[src/rtl/reconfig_slot_scheduler_defines.svh]
// Assertion macros shared by the scheduler RTL.
`ifndef RECONFIG_SLOT_SCHEDULER_DEFINES_SVH
`define RECONFIG_SLOT_SCHEDULER_DEFINES_SVH

// Implication that must hold at every clock edge outside reset.
`define RSS_ASSERT(lbl, prop, msg) \
  lbl: assert property (@(posedge clk_i) disable iff (!rst_ni) prop) else $error(msg);

// Condition that must never be true outside reset.
`define RSS_NEVER(lbl, cond, msg) \
  lbl: assert property (@(posedge clk_i) disable iff (!rst_ni) !(cond)) else $error(msg);

`endif

[src/rtl/rss_pkg.sv]
`timescale 1ns / 1ps
package rss_pkg;

  // Commands.
  localparam logic [2:0] CMD_REQUEST = 3'd0;
  localparam logic [2:0] CMD_RELEASE = 3'd1;
  localparam logic [2:0] CMD_CLOSE   = 3'd2;
  localparam logic [2:0] CMD_SCHED   = 3'd3;
  localparam logic [2:0] CMD_STATUS  = 3'd4;

  // Result kinds.
  localparam logic [3:0] KIND_QUEUED   = 4'd0;
  localparam logic [3:0] KIND_BAD_ACC  = 4'd1;
  localparam logic [3:0] KIND_BUSY     = 4'd2;
  localparam logic [3:0] KIND_RELEASED = 4'd3;
  localparam logic [3:0] KIND_NOT_OPER = 4'd4;
  localparam logic [3:0] KIND_CLOSED   = 4'd5;
  localparam logic [3:0] KIND_GRANTED  = 4'd6;
  localparam logic [3:0] KIND_LOAD_ERR = 4'd7;
  localparam logic [3:0] KIND_IDLE     = 4'd8;
  localparam logic [3:0] KIND_STATUS   = 4'd9;

  // Client states.
  localparam logic [1:0] ST_BLANK     = 2'd0;
  localparam logic [1:0] ST_QUEUED    = 2'd1;
  localparam logic [1:0] ST_OPERATING = 2'd2;

  localparam logic [3:0] ACC_COUNT_RESET = 4'd8;

  // One client table entry.
  typedef struct packed {
    logic [1:0]  status;
    logic [2:0]  wanted;
    logic [3:0]  held;
    logic [15:0] stamp;
  } entry_t;

  // One result as presented on the output channel.
  typedef struct packed {
    logic [3:0] kind;
    logic [3:0] who;
    logic [1:0] slot_id;
    logic [2:0] acc_num;
    logic       reloaded;
    logic [1:0] client_state;
    logic       last;
  } res_t;

endpackage

[src/rtl/rss_cmd_if.sv]
`timescale 1ns / 1ps
interface rss_cmd_if;
  logic       valid;
  logic       ready;
  logic [2:0] cmd;
  logic [3:0] client;
  logic [2:0] accel;
  logic [3:0] load_ok;
  modport source (output valid, cmd, client, accel, load_ok, input ready);
  modport sink (input valid, cmd, client, accel, load_ok, output ready);
endinterface

[src/rtl/rss_res_if.sv]
`timescale 1ns / 1ps
interface rss_res_if;
  logic       valid;
  logic       ready;
  logic [3:0] kind;
  logic [3:0] who;
  logic [1:0] slot_id;
  logic [2:0] acc_num;
  logic       reloaded;
  logic [1:0] client_state;
  logic       last;
  modport source (output valid, kind, who, slot_id, acc_num, reloaded, client_state, last,
                  input ready);
  modport sink (input valid, kind, who, slot_id, acc_num, reloaded, client_state, last,
                output ready);
endinterface

[src/rtl/rss_cfg_if.sv]
`timescale 1ns / 1ps
interface rss_cfg_if;
  logic       valid;
  logic       ready;
  logic [3:0] accel_count;
  modport source (output valid, accel_count, input ready);
  modport sink (input valid, accel_count, output ready);
endinterface

[src/rtl/rss_client_mem.sv]
`timescale 1ns / 1ps
module rss_client_mem #(
  parameter int DEPTH = 16,
  parameter int AW    = 4
) (
  input  logic            clk_i,
  input  logic            rst_ni,
  input  logic            rd_en_i,
  input  logic [AW-1:0]   rd_addr_i,
  output rss_pkg::entry_t rd_data_o,
  input  logic            wr_en_i,
  input  logic [AW-1:0]   wr_addr_i,
  input  rss_pkg::entry_t wr_data_i
);

  rss_pkg::entry_t mem [DEPTH];
  rss_pkg::entry_t rd_q;
  logic [DEPTH-1:0] vld_q;
  logic rd_vld_q;

  // Storage array with one write and one registered read port.
  always_ff @(posedge clk_i) begin
    if (wr_en_i) begin
      mem[wr_addr_i] <= wr_data_i;
    end
    if (rd_en_i) begin
      rd_q <= mem[rd_addr_i];
    end
  end

  // Per-entry valid bits; an entry never written reads as a blank client.
  always_ff @(posedge clk_i or negedge rst_ni) begin
    if (!rst_ni) begin
      vld_q    <= '0;
      rd_vld_q <= 1'b0;
    end else begin
      if (wr_en_i) begin
        vld_q[wr_addr_i] <= 1'b1;
      end
      if (rd_en_i) begin
        rd_vld_q <= vld_q[rd_addr_i];
      end
    end
  end

  always_comb begin
    rd_data_o = rd_q;
    if (!rd_vld_q) begin
      rd_data_o.status = rss_pkg::ST_BLANK;
      rd_data_o.wanted = '0;
      rd_data_o.held   = '0;
    end
  end

endmodule

[src/rtl/reconfig_slot_scheduler.sv]
`timescale 1ns / 1ps
// Channel  Dir  Handshake      Carries
// in_i     in   valid/ready    cmd, client, accel, load_ok
// res_o    out  valid/ready    kind, who, slot_id, acc_num, reloaded, client_state, last
// cfg_i    in   valid/ready    accel_count
// Request, release, close and status make one client table read and then one update.
// A schedule pass visits each slot in turn: a busy slot is skipped, and a free slot gets
// a client table scan, one entry per cycle, followed by a decision.
// Reset clears all client and slot state at once; no clearing pass is needed.
// A full output register stalls any step that must push a result until the pending result is taken.
`include "reconfig_slot_scheduler_defines.svh"
module reconfig_slot_scheduler #(
  parameter int SLOTS   = 4,
  parameter int CLIENTS = 16,
  parameter int ACCELS  = 8
) (
  input logic     clk_i,
  input logic     rst_ni,
  rss_cmd_if.sink   in_i,
  rss_res_if.source res_o,
  rss_cfg_if.sink   cfg_i
);

  localparam int CW = $clog2(CLIENTS);
  localparam int SW = (SLOTS > 1) ? $clog2(SLOTS) : 1;

  localparam logic [2:0] S_IDLE = 3'd0;
  localparam logic [2:0] S_CEXE = 3'd1;
  localparam logic [2:0] S_SLOT = 3'd2;
  localparam logic [2:0] S_SCAN = 3'd3;
  localparam logic [2:0] S_DEC  = 3'd4;
  localparam logic [2:0] S_FIN  = 3'd5;

  logic [2:0] state_q, state_d;
  logic [3:0] acc_cnt_q;
  logic [15:0] arr_q, arr_d;

  // Captured request.
  logic [2:0] cmd_q;
  logic [3:0] who_q;
  logic [CW-1:0] cli_q;
  logic [2:0] acc_q;
  logic [3:0] lok_q;

  // Slot state in flops.
  logic [SLOTS-1:0] busy_q, busy_d, hcfg_q, hcfg_d;
  logic [CW-1:0] owner_q [SLOTS];
  logic [CW-1:0] owner_d [SLOTS];
  logic [2:0] ldacc_q [SLOTS];
  logic [2:0] ldacc_d [SLOTS];

  // Scan bookkeeping.
  logic [SW:0] slot_q, slot_d;
  logic [CW-1:0] scan_q, scan_d;
  logic lv_q, lv_d, bv_q, bv_d;
  logic [CW-1:0] lc_q, lc_d, bc_q, bc_d;
  logic [15:0] lage_q, lage_d, bage_q, bage_d;
  logic [2:0] bacc_q, bacc_d;

  // Pending schedule result and output register.
  logic pend_v_q, pend_v_d;
  rss_pkg::res_t pend_q, pend_d;
  logic out_v_q, out_v_d;
  rss_pkg::res_t out_q, out_d;

  // Client table port signals.
  logic rd_en, wr_en;
  logic [CW-1:0] rd_addr, wr_addr;
  rss_pkg::entry_t rd_data, wr_data;

  logic out_free, push, accept, take;
  rss_pkg::res_t push_res, new_res;
  logic [SW-1:0] s_idx, s_rel;
  logic [15:0] age;

  rss_client_mem #(.DEPTH(CLIENTS), .AW(CW)) u_mem (
    .clk_i    (clk_i),
    .rst_ni   (rst_ni),
    .rd_en_i  (rd_en),
    .rd_addr_i(rd_addr),
    .rd_data_o(rd_data),
    .wr_en_i  (wr_en),
    .wr_addr_i(wr_addr),
    .wr_data_i(wr_data)
  );

  assign cfg_i.ready = 1'b1;
  assign in_i.ready  = (state_q == S_IDLE);
  assign accept      = in_i.valid && in_i.ready;
  assign out_free    = !out_v_q || res_o.ready;
  assign s_idx       = slot_q[SW-1:0];
  assign s_rel       = rd_data.held[SW-1:0];
  assign age         = arr_q - rd_data.stamp;
  assign take        = lv_q || bv_q;

  assign res_o.valid        = out_v_q;
  assign res_o.kind         = out_q.kind;
  assign res_o.who          = out_q.who;
  assign res_o.slot_id      = out_q.slot_id;
  assign res_o.acc_num      = out_q.acc_num;
  assign res_o.reloaded     = out_q.reloaded;
  assign res_o.client_state = out_q.client_state;
  assign res_o.last         = out_q.last;

  // Main sequencer: command decode, table update and the per-slot scan.
  always_comb begin
    state_d  = state_q;
    arr_d    = arr_q;
    busy_d   = busy_q;
    hcfg_d   = hcfg_q;
    owner_d  = owner_q;
    ldacc_d  = ldacc_q;
    slot_d   = slot_q;
    scan_d   = scan_q;
    lv_d     = lv_q;
    bv_d     = bv_q;
    lc_d     = lc_q;
    bc_d     = bc_q;
    lage_d   = lage_q;
    bage_d   = bage_q;
    bacc_d   = bacc_q;
    pend_v_d = pend_v_q;
    pend_d   = pend_q;
    rd_en    = 1'b0;
    rd_addr  = '0;
    wr_en    = 1'b0;
    wr_addr  = cli_q;
    wr_data  = rd_data;
    push     = 1'b0;
    push_res = '0;
    new_res  = '0;

    unique case (state_q)
      S_IDLE: begin
        if (accept) begin
          if (in_i.cmd == rss_pkg::CMD_SCHED) begin
            slot_d   = '0;
            pend_v_d = 1'b0;
            state_d  = S_SLOT;
          end else if (in_i.cmd <= rss_pkg::CMD_STATUS && 32'(in_i.client) < CLIENTS) begin
            rd_en   = 1'b1;
            rd_addr = CW'(in_i.client);
            state_d = S_CEXE;
          end
        end
      end

      S_CEXE: begin
        new_res.who  = who_q;
        new_res.last = 1'b1;
        unique case (cmd_q)
          rss_pkg::CMD_REQUEST: begin
            if ({1'b0, acc_q} >= acc_cnt_q || 32'(acc_q) >= ACCELS) begin
              new_res.kind = rss_pkg::KIND_BAD_ACC;
            end else if (rd_data.status != rss_pkg::ST_BLANK) begin
              new_res.kind = rss_pkg::KIND_BUSY;
            end else begin
              new_res.kind   = rss_pkg::KIND_QUEUED;
              wr_data.status = rss_pkg::ST_QUEUED;
              wr_data.wanted = acc_q;
              wr_data.stamp  = arr_q;
              wr_en          = out_free;
              if (out_free) begin
                arr_d = arr_q + 16'd1;
              end
            end
          end
          rss_pkg::CMD_RELEASE: begin
            if (rd_data.status != rss_pkg::ST_OPERATING) begin
              new_res.kind = rss_pkg::KIND_NOT_OPER;
            end else begin
              new_res.kind     = rss_pkg::KIND_RELEASED;
              new_res.slot_id  = 2'(s_rel);
              new_res.acc_num  = ldacc_q[s_rel];
              wr_data.status   = rss_pkg::ST_BLANK;
              wr_data.held     = '0;
              wr_en            = out_free;
              if (out_free && owner_q[s_rel] == cli_q) begin
                busy_d[s_rel]  = 1'b0;
                owner_d[s_rel] = '0;
              end
            end
          end
          rss_pkg::CMD_CLOSE: begin
            new_res.kind   = rss_pkg::KIND_CLOSED;
            wr_data.status = rss_pkg::ST_BLANK;
            wr_data.held   = '0;
            wr_en          = out_free;
            if (out_free && rd_data.status == rss_pkg::ST_OPERATING
                && owner_q[s_rel] == cli_q) begin
              busy_d[s_rel]  = 1'b0;
              owner_d[s_rel] = '0;
            end
          end
          default: begin
            new_res.kind         = rss_pkg::KIND_STATUS;
            new_res.client_state = rd_data.status;
            if (rd_data.status == rss_pkg::ST_OPERATING) begin
              new_res.slot_id  = 2'(s_rel);
              new_res.acc_num  = ldacc_q[s_rel];
            end
          end
        endcase
        if (out_free) begin
          push     = 1'b1;
          push_res = new_res;
          state_d  = S_IDLE;
        end
      end

      S_SLOT: begin
        if (32'(slot_q) >= SLOTS) begin
          state_d = S_FIN;
        end else if (busy_q[s_idx]) begin
          slot_d = slot_q + (SW+1)'(1);
        end else begin
          rd_en   = 1'b1;
          rd_addr = '0;
          scan_d  = '0;
          lv_d    = 1'b0;
          bv_d    = 1'b0;
          state_d = S_SCAN;
        end
      end

      S_SCAN: begin
        if (rd_data.status == rss_pkg::ST_QUEUED) begin
          if (hcfg_q[s_idx] && rd_data.wanted == ldacc_q[s_idx]
              && (!lv_q || age > lage_q)) begin
            lv_d   = 1'b1;
            lc_d   = scan_q;
            lage_d = age;
          end
          if ({1'b0, rd_data.wanted} < acc_cnt_q && 32'(rd_data.wanted) < ACCELS
              && (!bv_q || rd_data.wanted < bacc_q
                  || (rd_data.wanted == bacc_q && age > bage_q))) begin
            bv_d   = 1'b1;
            bc_d   = scan_q;
            bage_d = age;
            bacc_d = rd_data.wanted;
          end
        end
        if (scan_q == CW'(CLIENTS - 1)) begin
          state_d = S_DEC;
        end else begin
          rd_en   = 1'b1;
          rd_addr = scan_q + CW'(1);
          scan_d  = scan_q + CW'(1);
        end
      end

      S_DEC: begin
        if (!take) begin
          slot_d  = slot_q + (SW+1)'(1);
          state_d = S_SLOT;
        end else if (!pend_v_q || out_free) begin
          new_res.who      = lv_q ? 4'(lc_q) : 4'(bc_q);
          new_res.slot_id  = 2'(s_idx);
          new_res.acc_num  = lv_q ? ldacc_q[s_idx] : bacc_q;
          wr_en            = 1'b1;
          wr_addr          = lv_q ? lc_q : bc_q;
          wr_data.wanted   = new_res.acc_num;
          wr_data.stamp    = arr_q;
          if (!lv_q && !lok_q[s_idx[1:0]]) begin
            new_res.kind   = rss_pkg::KIND_LOAD_ERR;
            wr_data.status = rss_pkg::ST_BLANK;
            wr_data.held   = '0;
          end else begin
            new_res.kind     = rss_pkg::KIND_GRANTED;
            new_res.reloaded = !lv_q;
            wr_data.status   = rss_pkg::ST_OPERATING;
            wr_data.held     = 4'(s_idx);
            busy_d[s_idx]    = 1'b1;
            hcfg_d[s_idx]    = 1'b1;
            owner_d[s_idx]   = wr_addr;
            ldacc_d[s_idx]   = new_res.acc_num;
          end
          push     = pend_v_q;
          push_res = pend_q;
          pend_v_d = 1'b1;
          pend_d   = new_res;
          slot_d   = slot_q + (SW+1)'(1);
          state_d  = S_SLOT;
        end
      end

      S_FIN: begin
        if (out_free) begin
          push = 1'b1;
          if (pend_v_q) begin
            push_res = pend_q;
          end else begin
            push_res.kind = rss_pkg::KIND_IDLE;
          end
          push_res.last = 1'b1;
          pend_v_d      = 1'b0;
          state_d       = S_IDLE;
        end
      end

      default: begin
        state_d = S_IDLE;
      end
    endcase
  end

  // Output register.
  always_comb begin
    out_v_d = out_v_q;
    out_d   = out_q;
    if (push) begin
      out_v_d = 1'b1;
      out_d   = push_res;
    end else if (res_o.ready) begin
      out_v_d = 1'b0;
    end
  end

  // Control and slot registers.
  always_ff @(posedge clk_i or negedge rst_ni) begin
    if (!rst_ni) begin
      state_q   <= S_IDLE;
      acc_cnt_q <= rss_pkg::ACC_COUNT_RESET;
      arr_q     <= '0;
      busy_q    <= '0;
      hcfg_q    <= '0;
      owner_q   <= '{default: '0};
      ldacc_q   <= '{default: '0};
      slot_q    <= '0;
      scan_q    <= '0;
      lv_q      <= 1'b0;
      bv_q      <= 1'b0;
      pend_v_q  <= 1'b0;
      out_v_q   <= 1'b0;
    end else begin
      state_q  <= state_d;
      arr_q    <= arr_d;
      busy_q   <= busy_d;
      hcfg_q   <= hcfg_d;
      owner_q  <= owner_d;
      ldacc_q  <= ldacc_d;
      slot_q   <= slot_d;
      scan_q   <= scan_d;
      lv_q     <= lv_d;
      bv_q     <= bv_d;
      pend_v_q <= pend_v_d;
      out_v_q  <= out_v_d;
      if (cfg_i.valid && cfg_i.ready) begin
        acc_cnt_q <= cfg_i.accel_count;
      end
    end
  end

  // Payload registers.
  always_ff @(posedge clk_i) begin
    lc_q   <= lc_d;
    bc_q   <= bc_d;
    lage_q <= lage_d;
    bage_q <= bage_d;
    bacc_q <= bacc_d;
    pend_q <= pend_d;
    out_q  <= out_d;
    if (accept) begin
      cmd_q <= in_i.cmd;
      who_q <= in_i.client;
      cli_q <= CW'(in_i.client);
      acc_q <= in_i.accel;
      lok_q <= in_i.load_ok;
    end
  end

  `RSS_NEVER(a_rd_wr_overlap, rd_en && wr_en, "client table read and write in one cycle")
  `RSS_ASSERT(a_grant_free_slot, (state_q == S_DEC && take && (!pend_v_q || out_free)) |-> !busy_q[s_idx], "grant to a busy slot")
  `RSS_NEVER(a_push_overrun, push && out_v_q && !res_o.ready, "result overwrote a waiting result")
  `RSS_ASSERT(a_scan_done, (state_q == S_DEC) |-> $past(state_q == S_SCAN || state_q == S_DEC), "decision without a completed scan")

endmodule

[src/flat_wrapper.sv]
// flat-port wrapper written by rule: the top's interface ports become plain ports
module reconfig_slot_scheduler_flat 
#(
  parameter int SLOTS   = 4,
  parameter int CLIENTS = 16,
  parameter int ACCELS  = 8
)
  (clk_i, rst_ni, in_i_valid, in_i_cmd, in_i_client, in_i_accel, in_i_load_ok, in_i_ready, res_o_valid, res_o_kind, res_o_who, res_o_slot_id, res_o_acc_num, res_o_reloaded, res_o_client_state, res_o_last, res_o_ready, cfg_i_valid, cfg_i_accel_count, cfg_i_ready);
  rss_cmd_if in_i_i ();
  rss_res_if res_o_i ();
  rss_cfg_if cfg_i_i ();
  input logic clk_i;
  input logic rst_ni;
  input wire logic [$bits(in_i_i.valid)-1:0] in_i_valid;
  input wire logic [$bits(in_i_i.cmd)-1:0] in_i_cmd;
  input wire logic [$bits(in_i_i.client)-1:0] in_i_client;
  input wire logic [$bits(in_i_i.accel)-1:0] in_i_accel;
  input wire logic [$bits(in_i_i.load_ok)-1:0] in_i_load_ok;
  output wire logic [$bits(in_i_i.ready)-1:0] in_i_ready;
  output wire logic [$bits(res_o_i.valid)-1:0] res_o_valid;
  output wire logic [$bits(res_o_i.kind)-1:0] res_o_kind;
  output wire logic [$bits(res_o_i.who)-1:0] res_o_who;
  output wire logic [$bits(res_o_i.slot_id)-1:0] res_o_slot_id;
  output wire logic [$bits(res_o_i.acc_num)-1:0] res_o_acc_num;
  output wire logic [$bits(res_o_i.reloaded)-1:0] res_o_reloaded;
  output wire logic [$bits(res_o_i.client_state)-1:0] res_o_client_state;
  output wire logic [$bits(res_o_i.last)-1:0] res_o_last;
  input wire logic [$bits(res_o_i.ready)-1:0] res_o_ready;
  input wire logic [$bits(cfg_i_i.valid)-1:0] cfg_i_valid;
  input wire logic [$bits(cfg_i_i.accel_count)-1:0] cfg_i_accel_count;
  output wire logic [$bits(cfg_i_i.ready)-1:0] cfg_i_ready;
  assign in_i_i.valid = in_i_valid;
  assign in_i_i.cmd = in_i_cmd;
  assign in_i_i.client = in_i_client;
  assign in_i_i.accel = in_i_accel;
  assign in_i_i.load_ok = in_i_load_ok;
  assign in_i_ready = in_i_i.ready;
  assign res_o_valid = res_o_i.valid;
  assign res_o_kind = res_o_i.kind;
  assign res_o_who = res_o_i.who;
  assign res_o_slot_id = res_o_i.slot_id;
  assign res_o_acc_num = res_o_i.acc_num;
  assign res_o_reloaded = res_o_i.reloaded;
  assign res_o_client_state = res_o_i.client_state;
  assign res_o_last = res_o_i.last;
  assign res_o_i.ready = res_o_ready;
  assign cfg_i_i.valid = cfg_i_valid;
  assign cfg_i_i.accel_count = cfg_i_accel_count;
  assign cfg_i_ready = cfg_i_i.ready;
  reconfig_slot_scheduler #(.SLOTS(SLOTS), .CLIENTS(CLIENTS), .ACCELS(ACCELS)) u_core (.clk_i(clk_i), .rst_ni(rst_ni), .in_i(in_i_i), .res_o(res_o_i), .cfg_i(cfg_i_i));
endmodule
[config.mk]
export PLATFORM = sky130hd
export DESIGN_NAME = reconfig_slot_scheduler_flat
export DESIGN_NICKNAME = d
export VERILOG_FILES = /design/src/rtl/rss_pkg.sv /design/src/rtl/rss_cmd_if.sv /design/src/rtl/rss_res_if.sv /design/src/rtl/rss_cfg_if.sv /design/src/rtl/rss_client_mem.sv /design/src/rtl/reconfig_slot_scheduler.sv /design/src/flat_wrapper.sv
export VERILOG_INCLUDE_DIRS = /design/src /design/src/rtl
export SDC_FILE = /design/constraint.sdc
export NUM_CORES = 1
export LEC_CHECK = 0
export BUFFER_PORTS_ARGS = -buffer_cell sky130_fd_sc_hd__buf_2
export CAP_MARGIN = 20
export CORE_MARGIN = 2
export CORE_UTILIZATION = 60
export CTS_BUF_LIST = sky130_fd_sc_hd__clkbuf_2 sky130_fd_sc_hd__clkbuf_4 sky130_fd_sc_hd__clkbuf_8
export DETAILED_ROUTE_END_ITERATION = 8
export HOLD_SLACK_MARGIN = 0.1
export PLACE_DENSITY = 0.79
export SYNTH_ARGS = -nofsm -noshare
export SYNTH_HDL_FRONTEND = slang
export SYNTH_HIERARCHICAL = 1
export SYNTH_SLANG_ARGS = --single-unit
export TNS_END_PERCENT = 100
[constraint.sdc]
create_clock -name clk_i -period 11.2 [get_ports clk_i]
set_clock_uncertainty 0.15 [all_clocks]
set_input_delay 0.56 -clock clk_i [delete_from_list [all_inputs] [get_ports clk_i]]
set_output_delay 0.56 -clock clk_i [all_outputs]
set_load 0.005 [all_outputs]
==> flow_summary.ini <==
[place]
io_buffers = 41
place_ws_ns = 6.28
hpwl_um = 32000
globalplace.congestion = 0.887

[die]
die-width_um = 205
dieArea_mm2 = 0.0421
core.rowCount = 73
core_area_mm2 = 0.0398
fp.dieH_um = 205
io_pins = 43
start_util_pct = 61.0

[timing]
finalMaxSlewViolations = 0
finalCritPeriodShare_pct = 43.7
setup_slack_ns = 6.30
final_hold_viol_count = 0
period_needed_ns = 4.90
tns_ns = 0
slew_headroom_pct = 32.1
max_freq_ghz = 0.204
setup_viol = 0
worstMarginPinSlew_ns = 1.02
rsz0062_at_grt = false

[final_layout]
diodes = 0
drive_above_1_share_pct = 26.2
fin_nets = 1653
final_cell_mix = edfxtp_1, mux4_2, clkbuf_8
area_delta_synth_final_pct = 12.4
final_util_pct = 68.6
final_common_cell = edfxtp_1

[clock_network]
clock_latency_ns = 0.67
clockBufferDepth = 3
root_buffer = clkbuf_8
cts.sinks = 563
cts_resized = 0
cts.clk_slew.worst_paths_ns = 0.06
htreeDepth = 3
cts_buffers = 87
cts_tree = done

[routing]
via_per_inst = 6.34
drt_iter0_drc = 1462
wirelength_um = 54100
ant_nets = 0
post-route-drc-count = 0
vias = 13700
wire_per_inst_um = 25.0
drt_pass1_iterations = 5

[setup_path]
required_ns = 11.37
cp-start-kind = flip-flop
crit_path_end_kind = flip-flop
cp_cell_sequence = inv_1 -> ha_1 -> fa_1 -> nor2b_1 -> o31a_1 -> o221a_2 -> o211ai_1 -> and3_1 -> nor3_1 -> ha_1 -> nand2_1 -> nor2_1 -> nand3_1 -> a211o_1 -> a221oi_2 -> buf_4
crit_top_cell = ha_1
critPathKind = flip-flop to flip-flop
crit_path_max_fanout = 11
cpPeakStageDelay_ns = 0.81
slowest_stage = a221oi_2
worstPathArrival_ns = 5.07

[power]
powerDensity_mw_per_mm2 = 213
power.leakage_nw = 9.88
power_w = 0.00581
vdd_ir_drop_max_uv = 134

[global_routing]
grt_pass1_vias = 14000
antenna_found_initial = 0
grt_overflow = 0
grt_max_degree = 78
grt_usage_pct = 26.8
grt_pass1_wl_um = 82500

[yosys]
postSynthCellCount = 1439
syn_area_mm2 = 0.0243
syn_area_per_cell_um2 = 16.9
syn-num-nets = 1524
synth_warnings = 6

[min_path]
hold_class = input pin to flip-flop

[status]
outcome = finished clean

[flow_run]
maxCapViolations = 0
## per-stage QoR
step	instances	area, um^2	hold slack, ns
detailed placement	1973	25200	0.247
global route	2164	27300	0.230
global placement	1973	25200	0.247
floorplan	1439	24300	0.114
CTS	2159	27300	0.196
finish	2164	27300	0.248
## sequential cells by signal, summed over array words and instances (netlist names), 7 cells and up
name                    flops
u_core/bage_q              16
u_core/u_mem/mem          368
u_core/u_mem/vld_q         16
u_core/arr_q               16
u_core/ldacc_q             12
u_core/u_mem/rd_q           7
u_core/owner_q             16
u_core/pend_q              11
u_core/lage_q              16
u_core/u_mem/rd_data_o     16
## per-layer routing
metal	vias up	track usage [%]	part of all wire [%]	wire [um]
li1	5924	-	-	-
met1	6943	37.2	39	21300
met2	714	43.1	48	26200
met4	0	11.0	3.3	1790
met3	134	4.29	8.8	4740
met5	-	0	0	0
## report_power, final
part	leakage [nW]	internal (W)	switching (W)	total [W]
Combinational	3.39	0.000542	0.000810	0.00135
Sequential	5.55	0.00259	0.0000946	0.00268
Clock	0.942	0.000970	0.000804	0.00177
Total	9.88	0.00410	0.00171	0.00581
## final timing paths
| kind | startpoint | endpoint | slack [ns] | cells past startpoint |
|---|---|---|---|---|
| worst max-delay path | u_core/arr_q[0] | u_core/lage_q[0] | 6.30 | 16 |
| max in group asynchronous | rst_ni | u_core/ldacc_q[0] | 9.80 | 3 |
| worst max register to register | u_core/arr_q[0] | u_core/lage_q[0] | 6.30 | 16 |
| worst min-delay path | res_o_ready | u_core/res_o.valid | 0.25 | 3 |
| worst min register to register | u_core/u_mem/vld_q[3] | u_core/u_mem/vld_q[3] | 0.32 | 1 |
| min in group asynchronous | rst_ni | u_core/owner_q[12] | 0.38 | 3 |
## critical path, delay by kind of cell, from the launching register on
family	cells	cell delay [ns]
AND/OR/NAND/NOR	6	1.06
adder cells (fa/ha/maj)	3	0.86
AO/OA/AOI/OAI	5	1.60
buffers and inverters	2	0.46
flip-flops	1	0.44
## final cells by class
cell class	count	area, um^2
Inverter	80	300
Sequential cell	563	16500
Clock inverter	42	363
Multi-Input combinational cell	721	7220
Tap cell	525	657
Fill cell	2522	12500
Timing Repair Buffer	115	861
Clock buffer	118	1460
## timing repair
| action | 4_1_cts | 5_1_grt |
|---|---|---|
| endpoints found under the hold margin | 28 | 0 |
| endpoints found under the setup margin | 0 | 0 |
| setup buffers | 0 | 0 |
| hold buffers | 26 | 0 |
(Power assumes the default switching activity.)
